File: src/rtl/sdrr_pkg.sv
package sdrr_pkg;

  localparam int unsigned Sets     = 2048;
  localparam int unsigned Ways     = 16;
  localparam int unsigned SigBits  = 6;
  localparam int unsigned Leaders  = 64;
  localparam int unsigned SetW     = $clog2(Sets);
  localparam int unsigned WayW     = $clog2(Ways);
  localparam int unsigned SigCount = 1 << SigBits;
  localparam int unsigned Stride   = (Sets / (2 * Leaders)) == 0 ? 1 : Sets / (2 * Leaders);
  localparam int unsigned Half     = Sets / 2;

  localparam logic [9:0] SelMax   = 10'd1023;
  localparam logic [9:0] SelReset = 10'd512;

  // configuration register indexes
  localparam logic [1:0] RegDecay  = 2'd0;
  localparam logic [1:0] RegDead   = 2'd1;
  localparam logic [1:0] RegReuse  = 2'd2;
  localparam logic [1:0] RegSplit  = 2'd3;

  // commands
  localparam logic CmdQuery  = 1'b0;
  localparam logic CmdUpdate = 1'b1;

  // one set row of line state
  typedef struct packed {
    logic [Ways-1:0][1:0]         rrpv;
    logic [Ways-1:0][SigBits-1:0] sig;
    logic [Ways-1:0]              reuse;
  } row_t;

  typedef struct packed {
    logic [19:0] decay_interval;
    logic [4:0]  dead_limit;
    logic [1:0]  reuse_high;
    logic [9:0]  selector_split;
  } cfg_t;

  // 0 follower, 1 LIP leader, 2 BIP leader
  function automatic logic [1:0] leader_kind(input logic [SetW-1:0] set);
    logic [SetW-1:0] off;
    logic [1:0] k;
    k = 2'd0;
    if (set < SetW'(Half)) begin
      if ((set % SetW'(Stride)) == '0 && (set / SetW'(Stride)) < SetW'(Leaders)) k = 2'd1;
    end else begin
      off = set - SetW'(Half);
      if ((off % SetW'(Stride)) == '0 && (off / SetW'(Stride)) < SetW'(Leaders)) k = 2'd2;
    end
    return k;
  endfunction

endpackage

File: src/rtl/sdrr_sig_table.sv
module sdrr_sig_table (
  input  logic                         clk_i,
  input  logic [sdrr_pkg::SigBits-1:0] rd_sig_i,
  output logic [1:0]                   rd_cnt_o,
  input  logic                         wr_en_i,
  input  logic [sdrr_pkg::SigBits-1:0] wr_sig_i,
  input  logic [1:0]                   wr_cnt_i
);
  import sdrr_pkg::*;

  // signature counters, one read and one write a cycle
  logic [1:0] cnt_mem [SigCount];

  always_ff @(posedge clk_i) begin
    if (wr_en_i) cnt_mem[wr_sig_i] <= wr_cnt_i;
    rd_cnt_o <= cnt_mem[rd_sig_i];
  end

endmodule

File: config.mk
export PLATFORM = sky130hd
export DESIGN_NAME = sdrr_sig_table
export DESIGN_NICKNAME = d
export VERILOG_FILES = /design/src/rtl/sdrr_pkg.sv /design/src/rtl/sdrr_sig_table.sv
export SDC_FILE = /design/constraint.sdc
export NUM_CORES = 1
export LEC_CHECK = 0
export ABC_AREA = 1
export BUFFER_PORTS_ARGS = -buffer_cell sky130_fd_sc_hd__buf_2
export CORE_MARGIN = 5
export CORE_UTILIZATION = 40
export DETAILED_ROUTE_END_ITERATION = 16
export GPL_ROUTABILITY_DRIVEN = 1
export PLACE_DENSITY = 0.6
export SYNTH_ARGS = -nofsm -noshare
export SYNTH_HDL_FRONTEND = slang
export SYNTH_SLANG_ARGS = --single-unit
File: constraint.sdc
create_clock -name clk_i -period 1.85 [get_ports clk_i]
set_input_delay 0.0925 -clock clk_i [delete_from_list [all_inputs] [get_ports clk_i]]
set_output_delay 0.0925 -clock clk_i [all_outputs]
set_load 0.05 [all_outputs]
======== After elaboration in Yosys (flattened, before gate mapping) ========
Memory sizes are Yosys's and may differ from the RTL's. A register that Yosys moved wholly into a read port is not among the register bits.
Cells that the tools add are included.
operators by class
  add/sub/neg operators ................... 0
  multipliers ............................. 0
  div/mod/pow operators ................... 0
  $lt $le $gt $ge ......................... 0
  eq/ne operators ......................... 0
  shift-type cells ........................ 0
  multiplexer cells ....................... 2
  bitwise gates (word level) .............. 0
  reduce and logical (&&, ||, !) cells .... 0
operators by type and width
  kind               number
  two-way mux 1 bit  2
word-level totals
  register bits ........................... 0
  latch bits .............................. 0
  bits in writable memories ............... 128
  bits in read-only memories .............. 0
  input bits .............................. 16
  word-level logic and storage cells ...... 3
  memories ................................ 1
memory list
  memory   words  width  read ports  clocked after memory_dff  wr ports  line                  source
  cnt_mem  64     2      1           1                         1         sdrr_sig_table.sv:12  logic [1:0] cnt_mem [SigCount];

======== Longest topological paths before layout ========
  depth after elaboration ................. 2
  gate-level depth with buffers ........... 10
  mapped depth without buffers ............ 9

======== Least setup slack after synthesis ========
No wires, ideal clock.
  path kind ............................... input to register
  from .................................... input wr_sig_i[2] (netlist name)
  to ...................................... memory cnt_mem[52][0], enable pin
  arrival ................................. 0.868 ns
  path slack .............................. 0.633 ns
  stages on the path ...................... 3
  path buffers ............................ 1
  cell sequence ........................... clkbuf_1 -> inv_1 -> nor4_1
RTL lines
  element             line                  source
  start: declaration  sdrr_sig_table.sv:6   input logic [sdrr_pkg::SigBits-1:0] wr_sig_i,
  end: declaration    sdrr_sig_table.sv:12
No word-level cell before the write port.

==> reports/results.md <==
| Quantity | This run | Unit |
| --- | --- | --- |
| Result of the run | completed | - |
| Setup_tns | 0 | ns |
| Final non-filler cell total | 735 | - |
| Clock latency on the worst-skew pair | 0.41 | ns |
| Post-detailed-route count of antenna-violating nets | 0 | - |
| Final worst path period share | 61.2 | % |
| Number of enable flip-flop cells after synthesis | 128 | - |
| Post-CTS setup repair buffer count | 0 | - |
| Max FO, Critical Path | 1 | - |
| Worst endpoint required time | 2.16 | ns |
| Count of buffers inserted at the top-level ports | 17 | - |
| Actual slew at the worst max-slew pin | 0.528 | ns |
| Total DRC errors in the routed layout | 0 | - |
| Critical Path Sink Type | flop | - |
| Core Region | 13800 | um^2 |
| CTS clk-pin slew, worst paths | 0.06 | ns |
| Top routing layer in use | met4 | - |
| Final number of setup-violating endpoints | 0 | - |
| Worst VDD drop | 0.000469 | V |
| Number of hold-slack violations in the final timing report | 0 | - |
| Nets | 558 | - |
| # IOs | 18 | - |
| Top cell type by total area after synthesis | sky130_fd_sc_hd__edfxtp_1 | - |
| Standard-cell rows | 43 | - |
| Clk sink count | 130 | - |
| Antenna violations before repair | 0 | - |
| Total congestion overflow | 0 | - |
| Total placed cells including tap cells | 702 | - |
| Headroom to the max-slew limit | 64.5 | % |
| Area Growth Syn to Fin | 17.1 | % |
| Routed met1 length | 5650 | um |
| Main flop type after synthesis | sky130_fd_sc_hd__edfxtp_1 | - |
| Path class of the lowest-slack min-delay path | in -> reg | - |
| RD Place Congestion | 0.798 | - |
| Per-instance average area after synthesis | 10.8 | um^2 |
| Die footprint | 16500 | um^2 |
| Sequential fraction of the synthesis area | 69.2 | % |
| Pin count of the biggest net entering global routing | 65 | - |
| Width of the chip | 128 | um |
| Top area cells in the synthesized netlist | sky130_fd_sc_hd__edfxtp_1 68%, sky130_fd_sc_hd__nand2_1 11%, sky130_fd_sc_hd__nand3_1 10%, sky130_fd_sc_hd__nor2_1 3.7%, sky130_fd_sc_hd__buf_6 1.2% | - |
| Synth Net Count | 536 | - |
| Avg WL per Cell | 17.3 | um |
| 1st-iter DRT viols | 318 | - |
| Post-DP HPWL | 8200 | um |
| Total inserted antenna cells | 0 | - |
| FILL cells | 1258 | - |
| Min Tclk post-route | 1.13 | ns |
| Yosys warning total | 0 | - |
| Cell depth of the worst hold path | 4 | - |
| Placed cell areas | 5900 | um^2 |
| Clock tree from TritonCTS | built | - |
| Leakage | 2.38 | nW |
| FMAX | 883 | MHz |
| Critical setup path kind | reg -> reg | - |
| Cell with the most instances after synthesis | sky130_fd_sc_hd__nand2_1 | - |
| Share of flip-flops with an asynchronous set or reset after synthesis | 0 | % |
| Overall power | 0.00744 | W |
| Vias per cell | 5.36 | - |
| Global Route Usage Sum | 16.3 | % |
| Layout Skew | 0.00604 | ns |
| Number of global-route vias before repair | 3832 | - |
| Cell area after synthesis | 5610 | um^2 |
| Fraction of post-synthesis cell area in the top cell type by area | 68.5 | % |
| Unique masters post-synth | 13 | - |
| Met2 wire len | 6130 | um |
| Type of element launching the critical path | flop | - |
| Max Transition Viols Final | 0 | - |
| Instance count of the mapped netlist | 520 | - |
| Arrival time reported for the critical path endpoint | 1.44 | ns |
| Final routed wirelength across all metal layers | 12700 | um |
| Final design area excluding fillers | 6570 | um^2 |
| Count of H-tree levels built during CTS | 4 | - |
| Buffer type at the clock tree root | sky130_fd_sc_hd__clkbuf_16 | - |
| Starting density of the core | 40.6 | % |
| Total iterations of the first detailed-routing run | 5 | - |
| Via Count | 3937 | - |
| Wire length of the first global-routing pass | 20300 | um |
| Die Ht | 128 | um |
| Setup repair after global routing missed its margin | false | - |
| Pwr Density | 1130 | nW/um^2 |
| Share of cells above drive strength 1 | 11.0 | % |
| Longest Clk Path Bufs | 2 | - |
| Worst Reg-to-Reg Cells | 8 | - |
| Number of buffers created by CTS | 17 | - |
| Met3 Wirelength | 624 | um |
| Most numerous cell types in the synthesized netlist | 162 x sky130_fd_sc_hd__nand2_1, 128 x sky130_fd_sc_hd__edfxtp_1, 115 x sky130_fd_sc_hd__nand3_1, 56 x sky130_fd_sc_hd__nor2_1, 13 x sky130_fd_sc_hd__buf_2 | - |
| Count of state elements after synthesis | 130 | - |
| Maximum capacitance violations | 0 | - |
-- through the flow --
step                util [%]  hold slack [ns]  worst slack (ns)
floorplan                  -            0.191             0.633
global placement        42.7            0.383             0.321
detailed placement      42.7            0.385             0.286
CTS                     47.5           0.0366             0.719
global route            47.5           0.0631             0.606
finish                  47.5           0.0467             0.718
-- cell families after synthesis --
family / count (synthesis) / synth area share, %
buf+inv: 40 / 4.10
flops: 130 / 69.2
simple gates: 350 / 26.7
-- critical path, stage by stage, from the launching register on --
cell	delay, ns
sky130_fd_sc_hd__edfxtp_1	0.36
sky130_fd_sc_hd__nand2_1	0.08
sky130_fd_sc_hd__nand3_1	0.12
sky130_fd_sc_hd__nand3_1	0.13
sky130_fd_sc_hd__nand2_1	0.07
sky130_fd_sc_hd__nand2_1	0.05
sky130_fd_sc_hd__nand3_1	0.08
sky130_fd_sc_hd__nand3_1	0.09
sky130_fd_sc_hd__nand2_1	0.05
-- repair_timing --
action	CTS	global route
endpoints found under the hold margin	2	0
hold buffers	1	0
resized for setup	0	0
-- flip-flops by register name, indices dropped and copies added, names as in the netlist --
| name | cells |
|---|---|
| rd_cnt_o | 2 |
| cnt_mem | 128 |
-- per-layer routing --
layer,track usage (%),vias up
met5,0,-
met4,6.99,0
met3,3.65,23
met2,26.0,121
met1,21.5,1924
li1,-,1869
-- power breakdown --
| group | internal (W) | switching (W) |
|---|---|---|
| clock | 0.00251 | 0.00122 |
| combinational | 0.000121 | 0.000316 |
| sequential | 0.00326 | 0.00000747 |
-- cell usage in the layout (no fill, tap or decap) --
cell	synthesis	routed
sky130_fd_sc_hd__nand2_1	162	162
sky130_fd_sc_hd__edfxtp_1	128	128
sky130_fd_sc_hd__nand3_1	115	115
sky130_fd_sc_hd__nor2_1	56	56
sky130_fd_sc_hd__clkbuf_16	0	17
sky130_fd_sc_hd__buf_2	13	17
sky130_fd_sc_hd__inv_1	11	11
sky130_fd_sc_hd__nand4_1	9	9
sky130_fd_sc_hd__nor4_1	8	8
sky130_fd_sc_hd__buf_4	5	8
sky130_fd_sc_hd__bufinv_16	0	6
sky130_fd_sc_hd__buf_12	0	5
sky130_fd_sc_hd__clkinv_4	0	3
sky130_fd_sc_hd__clkinvlp_4	0	2
sky130_fd_sc_hd__clkinv_1	0	2
sky130_fd_sc_hd__clkinv_2	0	2
sky130_fd_sc_hd__dfxtp_1	2	2
sky130_fd_sc_hd__inv_2	1	1
sky130_fd_sc_hd__dlygate4sd3_1	0	1
-- area by class of cell --
type,instances,area (um^2),share of cell area (%)
clock buffers,17,425,6.47
clock inverters,15,239,3.64
inverters,12,45.0,0.685
multi-input cells,350,1500,22.8
flip-flops and latches,130,3880,59.1
well taps,180,225,3.43
repair buffers,31,255,3.88
-- worst paths after layout --
kind / start / end / slack (ns)
worst max-delay path: cnt_mem[27][1]$_DFFE_PP_ / rd_cnt_o[1]$_DFF_P_ / 0.72
worst min-delay path: rd_sig_i[4] / rd_cnt_o[0]$_DFF_P_ / 0.05
worst max register to register: cnt_mem[27][1]$_DFFE_PP_ / rd_cnt_o[1]$_DFF_P_ / 0.72
worst min register to register: cnt_mem[8][1]$_DFFE_PP_ / rd_cnt_o[1]$_DFF_P_ / 0.81
Note: power is estimated with default switching activity, not from simulation.
